**src/rtl/core/bba_pkg.sv**
```systemverilog
// ----------------------------------------------------------------------------
// bba_pkg: shared types and constants of the bitmap block allocator
// Holds the map geometry, command and status codes, request and response
// structs, the controller/datapath link structs and the prefix mask helper.
// ----------------------------------------------------------------------------
`default_nettype none

package bba_pkg;

  localparam int NUM_BLOCKS  = 2048;
  localparam int WORD_BITS   = 32;
  localparam int MAP_WORDS   = (NUM_BLOCKS + WORD_BITS - 1) / WORD_BITS;
  localparam int WORD_IDX_W  = $clog2(MAP_WORDS);
  localparam int BIT_IDX_W   = $clog2(WORD_BITS);
  localparam int LIMIT_W     = 12;
  localparam int CNT_W       = LIMIT_W - BIT_IDX_W;
  localparam int BLK_W       = 11;

  localparam logic [1:0] CMD_ALLOC  = 2'd0;
  localparam logic [1:0] CMD_FREE   = 2'd1;
  localparam logic [1:0] CMD_FORMAT = 2'd2;

  localparam logic [1:0] ST_OK           = 2'd0;
  localparam logic [1:0] ST_FULL         = 2'd1;
  localparam logic [1:0] ST_ALREADY_FREE = 2'd2;

  typedef logic [WORD_BITS-1:0]  word_t;
  typedef logic [WORD_IDX_W-1:0] widx_t;

  typedef struct packed {
    logic [1:0]       command;
    logic [BLK_W-1:0] block_number;
    logic [BLK_W-1:0] reserved_count;
  } bba_req_t;

  typedef struct packed {
    logic [BLK_W-1:0] allocated_block;
    logic [1:0]       status;
  } bba_rsp_t;

  // Controller to datapath commands.
  typedef struct packed {
    logic load;       // capture the request and set the first address
    logic adv;        // step the read / sweep address
    logic alloc_chk;  // examine the word just read for a free block
    logic free_chk;   // examine and clear the named block
    logic fmt_wr;     // write one formatted word
    logic finish;     // capture the response
  } bba_cmd_t;

  // Datapath to controller status.
  typedef struct packed {
    logic alloc_found;
    logic alloc_last;
    logic fmt_last;
  } bba_stat_t;

  // Word `w` of a map whose first `n` bits are set and the rest clear.
  function automatic word_t prefix_mask(input widx_t w, input logic [LIMIT_W-1:0] n);
    logic [CNT_W-1:0]     full;
    logic [BIT_IDX_W-1:0] rem;
    logic [CNT_W-1:0]     wx;
    full = CNT_W'(n >> BIT_IDX_W);
    rem  = n[BIT_IDX_W-1:0];
    wx   = CNT_W'(w);
    if (wx < full) begin
      prefix_mask = '1;
    end else if (wx == full) begin
      prefix_mask = (word_t'(1) << rem) - word_t'(1);
    end else begin
      prefix_mask = '0;
    end
  endfunction

endpackage

`default_nettype wire

```
**src/rtl/core/bba_ctrl.sv**
```systemverilog
// ----------------------------------------------------------------------------
// bba_ctrl: command sequencer of the bitmap block allocator
// Walks each request through its read, check and write steps and raises
// the one-cycle response strobe.
// ----------------------------------------------------------------------------
`default_nettype none

module bba_ctrl (
  input  wire logic               clk,
  input  wire logic               rst_n,
  input  wire logic               start,
  input  wire logic [1:0]         command,
  output logic                    busy,
  output logic                    out_valid,
  output bba_pkg::bba_cmd_t       cmd,
  input  wire bba_pkg::bba_stat_t stat
);
  import bba_pkg::*;

  typedef enum logic [2:0] {
    S_IDLE,
    S_ALLOC_RD,
    S_ALLOC_CHK,
    S_FREE_RD,
    S_FREE_CHK,
    S_FMT
  } state_t;

  state_t state_r, state_nxt;
  logic   out_valid_r;

  always_comb begin
    state_nxt = state_r;
    cmd       = '0;
    unique case (state_r)
      S_IDLE: begin
        if (start) begin
          cmd.load = 1'b1;
          unique case (command)
            CMD_ALLOC:  state_nxt = S_ALLOC_RD;
            CMD_FREE:   state_nxt = S_FREE_RD;
            CMD_FORMAT: state_nxt = S_FMT;
            default:    cmd.finish = 1'b1;
          endcase
        end
      end
      S_ALLOC_RD: begin
        cmd.adv   = 1'b1;
        state_nxt = S_ALLOC_CHK;
      end
      S_ALLOC_CHK: begin
        cmd.adv       = 1'b1;
        cmd.alloc_chk = 1'b1;
        if (stat.alloc_found || stat.alloc_last) begin
          cmd.finish = 1'b1;
          state_nxt  = S_IDLE;
        end
      end
      S_FREE_RD: begin
        state_nxt = S_FREE_CHK;
      end
      S_FREE_CHK: begin
        cmd.free_chk = 1'b1;
        cmd.finish   = 1'b1;
        state_nxt    = S_IDLE;
      end
      S_FMT: begin
        cmd.adv    = 1'b1;
        cmd.fmt_wr = 1'b1;
        if (stat.fmt_last) begin
          cmd.finish = 1'b1;
          state_nxt  = S_IDLE;
        end
      end
      default: state_nxt = S_IDLE;
    endcase
  end

  always_ff @(posedge clk) begin
    if (!rst_n) begin
      state_r     <= S_IDLE;
      out_valid_r <= 1'b0;
    end else begin
      state_r     <= state_nxt;
      out_valid_r <= cmd.finish;
    end
  end

  assign busy      = (state_r != S_IDLE);
  assign out_valid = out_valid_r;

endmodule

`default_nettype wire

```
**src/rtl/core/bba_dpath.sv**
```systemverilog
// ----------------------------------------------------------------------------
// bba_dpath: bitmap memory and scan datapath of the bitmap block allocator
// Holds the usage bitmap with per-word valid bits, the read address, the
// first-free search over one word and the response register.
// ----------------------------------------------------------------------------
`default_nettype none

module bba_dpath (
  input  wire logic                          clk,
  input  wire logic                          rst_n,
  input  wire bba_pkg::bba_req_t             in_req,
  input  wire logic [bba_pkg::LIMIT_W-1:0]   limit,
  input  wire bba_pkg::bba_cmd_t             cmd,
  output bba_pkg::bba_stat_t                 stat,
  output bba_pkg::bba_rsp_t                  out_rsp
);
  import bba_pkg::*;

  word_t                mem [MAP_WORDS];
  logic [MAP_WORDS-1:0] row_valid_r;

  bba_req_t             req_r;
  widx_t                addr_r, addr_nxt;
  widx_t                rd_word_r;
  word_t                rd_raw_r;
  logic                 rd_valid_r;
  bba_rsp_t             rsp_r, rsp_nxt;

  word_t                rd_data;
  word_t                avail;
  word_t                free_vec;
  logic [BIT_IDX_W-1:0] first_idx;
  logic [CNT_W-1:0]     lim_words;
  logic [LIMIT_W-1:0]   fmt_cnt;
  logic [BIT_IDX_W-1:0] free_bit;
  logic                 free_hit;
  logic                 mem_we;
  widx_t                mem_waddr;
  word_t                mem_wdata;

  // Rows never written since reset read as all free.
  assign rd_data = rd_valid_r ? rd_raw_r : '0;

  // Alloc: bits of this word that lie below the limit and are clear.
  assign avail    = prefix_mask(rd_word_r, limit);
  assign free_vec = ~rd_data & avail;

  always_comb begin
    first_idx = '0;
    for (int i = WORD_BITS - 1; i >= 0; i--) begin
      if (free_vec[i]) begin
        first_idx = BIT_IDX_W'(i);
      end
    end
  end

  assign lim_words = CNT_W'(limit >> BIT_IDX_W) +
                     CNT_W'(limit[BIT_IDX_W-1:0] != '0);

  assign stat.alloc_found = |free_vec;
  assign stat.alloc_last  = (CNT_W'(rd_word_r) + CNT_W'(1)) >= lim_words;
  assign stat.fmt_last    = (addr_r == widx_t'(MAP_WORDS - 1));

  // Free: the named bit, which must exist and be set.
  assign free_bit = req_r.block_number[BIT_IDX_W-1:0];
  assign free_hit = ({1'b0, req_r.block_number} < (BLK_W + 1)'(NUM_BLOCKS)) &&
                    rd_data[free_bit];

  // Format: clamp the reserved count to the map size.
  always_comb begin
    if ({1'b0, req_r.reserved_count} > (BLK_W + 1)'(NUM_BLOCKS)) begin
      fmt_cnt = LIMIT_W'(NUM_BLOCKS);
    end else begin
      fmt_cnt = LIMIT_W'(req_r.reserved_count);
    end
  end

  always_comb begin
    mem_we    = 1'b0;
    mem_waddr = rd_word_r;
    mem_wdata = rd_data;
    if (cmd.alloc_chk && stat.alloc_found) begin
      mem_we    = 1'b1;
      mem_wdata = rd_data | (word_t'(1) << first_idx);
    end else if (cmd.free_chk && free_hit) begin
      mem_we    = 1'b1;
      mem_wdata = rd_data & ~(word_t'(1) << free_bit);
    end else if (cmd.fmt_wr) begin
      mem_we    = 1'b1;
      mem_waddr = addr_r;
      mem_wdata = prefix_mask(addr_r, fmt_cnt);
    end
  end

  always_comb begin
    rsp_nxt = '0;
    if (cmd.alloc_chk) begin
      if (stat.alloc_found) begin
        rsp_nxt.allocated_block = BLK_W'({rd_word_r, first_idx});
        rsp_nxt.status          = ST_OK;
      end else begin
        rsp_nxt.status = ST_FULL;
      end
    end else if (cmd.free_chk) begin
      rsp_nxt.status = free_hit ? ST_OK : ST_ALREADY_FREE;
    end
  end

  always_comb begin
    addr_nxt = addr_r;
    if (cmd.load) begin
      if (in_req.command == CMD_FREE) begin
        addr_nxt = WORD_IDX_W'(in_req.block_number >> BIT_IDX_W);
      end else begin
        addr_nxt = '0;
      end
    end else if (cmd.adv) begin
      addr_nxt = addr_r + widx_t'(1);
    end
  end

  always_ff @(posedge clk) begin
    if (mem_we) begin
      mem[mem_waddr] <= mem_wdata;
    end
    rd_raw_r <= mem[addr_r];
  end

  always_ff @(posedge clk) begin
    if (!rst_n) begin
      row_valid_r <= '0;
      rd_valid_r  <= 1'b0;
    end else begin
      if (mem_we) begin
        row_valid_r[mem_waddr] <= 1'b1;
      end
      rd_valid_r <= row_valid_r[addr_r];
    end
  end

  always_ff @(posedge clk) begin
    addr_r    <= addr_nxt;
    rd_word_r <= addr_r;
    if (cmd.load) begin
      req_r <= in_req;
    end
    if (cmd.finish) begin
      rsp_r <= rsp_nxt;
    end
  end

  assign out_rsp = rsp_r;

endmodule

`default_nettype wire

```
**src/rtl/core/bitmap_block_allocator.sv**
```systemverilog
// ----------------------------------------------------------------------------
// bitmap_block_allocator: first-fit allocator over a block usage bitmap
// Keeps one in-use bit per block and serves alloc, free and format requests.
// ----------------------------------------------------------------------------
//
//   Channel   Ports                      Handshake
//   -------   ------------------------   ------------------------------------
//   request   start, busy, in_req        taken at an edge with start & !busy
//   response  out_valid, out_rsp         one-cycle strobe, cannot be stalled
//   config    cfg_we, cfg_wdata          total_blocks written when cfg_we
//
// An alloc request scans bitmap words from the first (1 to 64 words) until
// one holds a free block below the limit or the last word under it is checked;
// the bitmap memory is read one word per cycle, pipelined behind its
// registered read port. A free request reads and checks the named word, a
// format request writes every word, one per cycle, once accepted, and an
// unused command ends in the accepting cycle. The response strobe follows in
// the cycle after the last work cycle; busy falls with it, so the next request
// may start then. Reset takes effect at once: each bitmap word carries a
// valid bit that reset clears, and a word never written reads as all free.
// ----------------------------------------------------------------------------
`default_nettype none

module bitmap_block_allocator (
  input  wire logic                        clk,
  input  wire logic                        rst_n,
  input  wire logic                        start,
  output logic                             busy,
  input  wire bba_pkg::bba_req_t           in_req,
  output logic                             out_valid,
  output bba_pkg::bba_rsp_t                out_rsp,
  input  wire logic                        cfg_we,
  input  wire logic [bba_pkg::LIMIT_W-1:0] cfg_wdata
);
  import bba_pkg::*;

  // The limit register holds total_blocks as written; alloc sees it clamped
  // to the size of the map.
  logic [LIMIT_W-1:0] total_blocks_r;
  logic [LIMIT_W-1:0] limit;
  bba_cmd_t           cmd;
  bba_stat_t          stat;

  always_ff @(posedge clk) begin
    if (!rst_n) begin
      total_blocks_r <= LIMIT_W'(NUM_BLOCKS);
    end else if (cfg_we) begin
      total_blocks_r <= cfg_wdata;
    end
  end

  assign limit = (total_blocks_r > LIMIT_W'(NUM_BLOCKS)) ? LIMIT_W'(NUM_BLOCKS)
                                                         : total_blocks_r;

  // The sequencer decides each step; the datapath owns the bitmap.
  bba_ctrl u_ctrl (
    .clk       (clk),
    .rst_n     (rst_n),
    .start     (start),
    .command   (in_req.command),
    .busy      (busy),
    .out_valid (out_valid),
    .cmd       (cmd),
    .stat      (stat)
  );

  bba_dpath u_dpath (
    .clk     (clk),
    .rst_n   (rst_n),
    .in_req  (in_req),
    .limit   (limit),
    .cmd     (cmd),
    .stat    (stat),
    .out_rsp (out_rsp)
  );

endmodule

`default_nettype wire

```
**config.mk**
```make
export PLATFORM = sky130hd
export DESIGN_NAME = bitmap_block_allocator
export DESIGN_NICKNAME = d
export VERILOG_FILES = /design/src/rtl/core/bba_pkg.sv /design/src/rtl/core/bba_ctrl.sv /design/src/rtl/core/bba_dpath.sv /design/src/rtl/core/bitmap_block_allocator.sv
export SDC_FILE = /design/constraint.sdc
export NUM_CORES = 2
export LEC_CHECK = 0
export BUFFER_PORTS_ARGS = -buffer_cell sky130_fd_sc_hd__buf_2
export CAP_MARGIN = 40
export CORE_AREA = 5 5 368 370
export CTS_BUF_LIST = sky130_fd_sc_hd__clkbuf_8 sky130_fd_sc_hd__clkbuf_16
export DETAILED_ROUTE_END_ITERATION = 7
export DIE_AREA = 0 0 373 375
export HOLD_SLACK_MARGIN = 0.15
export PLACE_DENSITY = 0.8
export RECOVER_POWER = 25
export SETUP_SLACK_MARGIN = 0.5
export SLEW_MARGIN = 20
export SYNTH_ARGS = -nofsm -noshare
export SYNTH_HDL_FRONTEND = slang
export SYNTH_SLANG_ARGS = --single-unit
export TNS_END_PERCENT = 30
```
**constraint.sdc**
```tcl
create_clock -name clk -period 11.28 [get_ports clk]
set_input_delay 0.564 -clock clk [delete_from_list [all_inputs] [get_ports clk]]
set_output_delay 0.564 -clock clk [all_outputs]
set_load 0.05 [all_outputs]
```
Word-level counts from Yosys, hierarchy flattened --
Memory sizes are Yosys's and may differ from the RTL's. A register that Yosys moved wholly into a read port is not among the register bits. Index checks and enable logic that the tools add are counted.
Cells by class: equal/unequal tests 14, reduce and logical (&&, ||, !) cells 14, bitwise gates (word level) 6, multiplexer cells 79, order comparisons 9, shift operators 4, add/sub/neg operators 5
Operators with widths (number):
- $mux W32 | 8
- $mux W5 | 32
- $shl A1 B5 Y32 const A | 4
- $and A32 B32 Y32 | 2
- $not A32 Y32 | 2
- $or A64 B64 Y64 | 1
- $sub A32 B1 Y32 const B | 2
- $mux W6 | 6
- $or A32 B32 Y32 | 1
- $reduce_or A32 Y1 | 1
- $mux W12 | 2
- $mux W1 | 19
- $pmux W3 S5 | 1
- $eq A6 B7 Y1 | 2
- $lt A6 B7 Y1 | 2
- $lt A6 B7 Y1 const B | 2
- $gt A11 B12 Y1 const B | 1
- $gt A12 B12 Y1 const B | 1
- $mux W3 | 3
- $pmux W3 S3 | 1
- $add A6 B1 Y7 const B | 1
- $add A7 B1 Y7 | 1
- $ge A7 B7 Y1 | 1
- $add A6 B1 Y6 const B | 1
- other kinds (26) | 34
Word-level totals: register bits 122, logic and storage cells 143, memories 1, output and inout port bits 15, memory bits (writable) 2048
Memory list:
- u_dpath.mem | words 64, width 32, rd ports 1, clocked after memory_dff 1, write ports 1, RTL line bba_dpath.sv:19 | word_t mem [MAP_WORDS];

Depth between registers and ports, before layout --
word-level depth 42, gate-level depth with buffers 19, gate-level depth less buffers 15

Cells and area by module --
Synthesis repeated with hierarchy kept, for this count alone.
Unflattened totals: cells, all modules 4312, area total of the unflattened synthesis 88690.1 µm²
By module, submodules not included:
- bba_dpath | cells an instance 4223, instances 1, area each 87854.3 µm²
- bitmap_block_allocator | cells an instance 51, instances 1, area each 529.3 µm²
- bba_ctrl | cells an instance 38, instances 1, area each 306.5 µm²

Worst setup path before layout --
OpenSTA, ideal clock, no wires.
path type register to register, from register total_blocks_r[11], to memory u_dpath.mem[0][9] (netlist name) (data pin), arrival time 6.078 ns, period minus slack after synthesis 6.808 ns, path buffers 4, setup slack 4.472 ns, cell stages (with the launch flop) 17, data required time 10.550 ns, cells stage by stage dfxtp_1 buf_2 buf_2 buf_1 nor2b_1 inv_1 ha_1 and3_1 nand2_1 buf_2 nor4b_1 a311o_1 o21ai_1 a211oi_1 a2bb2oi_1 nand2_2 o32ai_1
On the way: word-level cells in the longest chain between the ends 42
RTL lines:
- from (decl) | RTL line bitmap_block_allocator.sv:39 | logic [LIMIT_W-1:0] total_blocks_r;
- from (signal assigned) | RTL line bitmap_block_allocator.sv:46 | total_blocks_r <= LIMIT_W'(NUM_BLOCKS);
- from (signal assigned) | RTL line bitmap_block_allocator.sv:48 | total_blocks_r <= cfg_wdata;
- $gt A12 B12 Y1 | RTL line bitmap_block_allocator.sv:52 | assign limit = (total_blocks_r > LIMIT_W'(NUM_BLOCKS)) ? LIMIT_W'(NUM_BLOCKS)
- $mux W12 (*) | RTL line bitmap_block_allocator.sv:52
- $shl A1 B5 Y32 | RTL line bba_pkg.sv:69 | prefix_mask = (word_t'(1) << rem) - word_t'(1);
- $sub A32 B1 Y32 | RTL line bba_pkg.sv:69
- $mux W32 | RTL line bba_pkg.sv:68 | end else if (wx == full) begin
- $mux W32 (*) | RTL line bba_pkg.sv:66 | if (wx < full) begin
- $and A32 B32 Y32 (*) | RTL line bba_dpath.sv:46 | assign free_vec = ~rd_data & avail;
- $mux W5 (32 in a row) | RTL line bba_dpath.sv:51 | if (free_vec[i]) begin
- $shl A1 B5 Y32 | RTL line bba_dpath.sv:84 | mem_wdata = rd_data | (word_t'(1) << first_idx);
- $or A32 B32 Y32 | RTL line bba_dpath.sv:84
- $mux W32 (*) | RTL line bba_dpath.sv:82 | if (cmd.alloc_chk && stat.alloc_found) begin
- via u_dpath.mem_wdata[9] | RTL line bba_dpath.sv:39 | word_t mem_wdata;
- to (decl) | RTL line bba_dpath.sv:19
Mark *: on every way through the listed nets, which the timed path passes. The rest lies on a longest branch.

Final worst setup path --
from register u_dpath.addr_r[0], to memory u_dpath.mem[15][11] (netlist name), enable pin
On the way: word-level cells in the longest chain between the ends 3
RTL lines:
- from (decl) | RTL line bba_dpath.sv:23 | widx_t addr_r, addr_nxt;
- from (signal assigned) | RTL line bba_dpath.sv:142 | addr_r <= addr_nxt;
- $mux W6 | RTL line bba_dpath.sv:88 | end else if (cmd.fmt_wr) begin
- $mux W6 | RTL line bba_dpath.sv:85 | end else if (cmd.free_chk && free_hit) begin
- $mux W6 | RTL line bba_dpath.sv:82
Every way passes these cells.

==> results.cfg <==
[power]
leakage_nw = 33.2
ir_worst_vdd_v = 0.000158
powerDensity_mw_per_mm2 = 208
fin_total_pwr_mw = 20.9

[placement]
place_ws_ns = 5.06
place_area_mm2 = 0.0933
gp_congestion = 0.943
dp_hpwl_mm = 152
port_buffers = 54
dp_cells = 6653

[synth]
syn_inst = 4970
synth_seq_cells = 2202
syn_nets = 5035
synth_area_leaders = edfxtp_1 (70%), mux4_2 (9.3%), mux2i_1 (4.8%)
synthMostInstantiatedCell = edfxtp_1
netlist-cell-type-count = 97
synthArstFlopShare_pct = 0
yosysSeqAreaShare_pct = 73.1
netlist_area_mm2 = 0.0888
avgSynthCellArea_um2 = 17.9
synth_commonest_cells = edfxtp_1 (2,083), mux2i_1 (424), mux4_2 (365)
synth-edff-count = 2083
yosysWarnings = 0
synth_top_area_cell = edfxtp_1
synthFlopType = edfxtp_1
synth_top_cell_area_share_pct = 70.4

[layout]
utilization_pct = 75.8
layout-drive-gt1-share_pct = 18.3
area_growth_pct = 13.0
nets = 5228
layout.cells.non_filler = 7115
post-route-cell-area_mm2 = 0.100

[sta]
fin_setup_tns_ns = 0
finalHoldWorstSlack_ns = 0.198
period_minus_slack_ns = 8.58
max-slew-margin-rel_pct = -161
fin_skew_ns = 0.0421
finalSetupViolations = 0
maxSlewViolCount = 737
fin_ws_ns = 2.70
final_hold_viol_count = 0
tightest_slew_ns = 3.92
grt_setup_unrepaired = false
fin_crit_sh_pct = 76.1
fmax_mhz = 117

[global_route]
grt_overflow = 0
grt_max_degree = 130
grtUsageMet1_pct = 51.2
gr-usage-met2_pct = 54.9
antenna_found_initial = 24
grt_pass1_vias = 51300
grt_usage_pct = 37.2
grt_pass1_wl_mm = 371
use_met3_pct = 11.0
busiest_layer = met2

[clock_network]
clk_pin_slew_worst_paths_ns = 0.06
clock-sinks = 2202
numCtsBuffers = 206
clockRootBuffer = clkbuf_16
worstSkewPairLatency_ns = 0.87
clockBufferDepth = 3
cts_tree = built
post_cts_resized = 0
htree_levels = 4

[routing]
wire_per_inst_um = 37.0
vias = 53200
wl_mm = 263
route.detailed.drc = 0
ant_nets = 0
dr.pass1.iters = 8
drt_iter0_drc = 9267
routed_via_density = 7.48

[run_status]
violations = max-capacitance violations, max-slew violations
status = finished with violations

[worst_setup_path]
path_delay_family = buffers and inverters
path_common_cell = clkbuf_1
cp_cell_sequence = clkbuf_1 -> clkbuf_1 -> a21o_1 -> nand2_1 -> clkbuf_1 -> a21oi_1 -> buf_16
cp_slowest_cell = clkbuf_1
r2r_start = u_dpath.addr_r[0]
critical_path_class = register to register
required_ns = 11.84
end_kind = register
worst_setup_path_start_kind = register
worst-path-buf-inv = 4
startpoint = u_dpath.addr_r[0]
cpPeakStageDelay_ns = 2.54
cp_max_fo = 50
worstPathArrival_ns = 9.14

[min_path]
holdCritPathClass = input pin to register
hp-start = rst_n

[die]
start_util_pct = 67.1
num_rows = 134
chipHeight_um = 375
core_area_mm2 = 0.132
ioPinCount = 55
die_area_mm2 = 0.140
die_x_um = 373

[job]
drv_cap = 29
==> path summary, 6_finish.rpt <==
check	end	cells after the start	slack [ns]
setup / recovery	u_dpath.mem[15][11]	7	2.70
setup reg to reg	u_dpath.mem[15][11]	7	2.70
hold / removal	total_blocks_r[10]	4	0.20
hold reg to reg	u_dpath.row_valid_r[1]	2	0.45
==> routing by layer <==
| layer | up-vias | wire length, µm |
|---|---|---|
| met2 | 4725 | 118000 |
| met4 | 20 | 18300 |
| li1 | 20800 | - |
| met3 | 884 | 37500 |
| met1 | 26700 | 89600 |
| met5 | - | 136 |
==> worst min-delay path, delay by kind of cell <==
family                 cells  cell delay, ns
buffers and inverters      3            0.34
AND/OR/NAND/NOR            1            0.12
==> cells by family after synthesis <==
kind of cell	after synthesis	synth area share (%)
flip-flops	2202	73.1
AO/OA/AOI/OAI	950	7.33
multiplexers	797	14.1
AND/OR/NAND/NOR	617	3.26
buffers and inverters	362	1.63
adder cells (fa/ha/maj)	25	0.352
XOR/XNOR	17	0.168
==> power by group <==
group | total [mW] | switching (mW) | internal (mW)
Combinational | 4.40 | 3.10 | 1.31
Sequential | 9.56 | 0.147 | 9.42
Clock | 6.91 | 3.07 | 3.85
==> what timing repair did <==
action,in CTS,in global routing
hold endpoints to repair,35,0
endpoints found under the setup margin,0,0
setup buffers,0,0
hold buffers,48,0
==> state kept, by name, summed over array words and instances (netlist names), 5 cells and up <==
register             count
u_dpath.mem           2048
u_dpath.row_valid_r     64
u_dpath.rd_raw_r        32
u_dpath.out_rsp         13
total_blocks_r          12
u_dpath.req_r           11
u_dpath.addr_r           6
u_dpath.rd_word_r        6
u_dpath.free_bit         5
==> final cells by class <==
| class | count | area [µm²] |
|---|---|---|
| diodes | 11 | 27.5 |
| clock buffers | 213 | 5260 |
| clock inverters | 168 | 1460 |
| fillers | 6863 | 32000 |
| inverters | 27 | 106 |
| multi-input cells | 2406 | 23200 |
| flip-flops and latches | 2202 | 64900 |
| well taps | 1768 | 2210 |
| repair buffers | 320 | 3090 |
==> layout by cell type (no fill, tap or decap), types with 13 or more instances in the layout <==
master and n:
a211oi_1 26, a211oi_4 22, a21o_1 13, a21oi_1 205, a21oi_4 14, a31oi_1 16, and2_1 19, and3_1 17
buf_12 15, buf_16 33, buf_2 40, buf_4 111, bufinv_16 20, clkbuf_1 63, clkbuf_16 207, clkinv_1 39
clkinv_2 28, dfxtp_1 118, dlygate4sd3_1 48, edfxtp_1 2083, ha_1 25, inv_1 80, mux2i_1 424, mux4_2 365
nand2_1 267, nand2b_1 19, nand3_1 44, nor2_1 117, nor2b_1 15, nor3_1 27, o211ai_1 13, o21ai_0 152
o221ai_1 202, o22ai_1 136
Power figures use the tool's default switching activity.
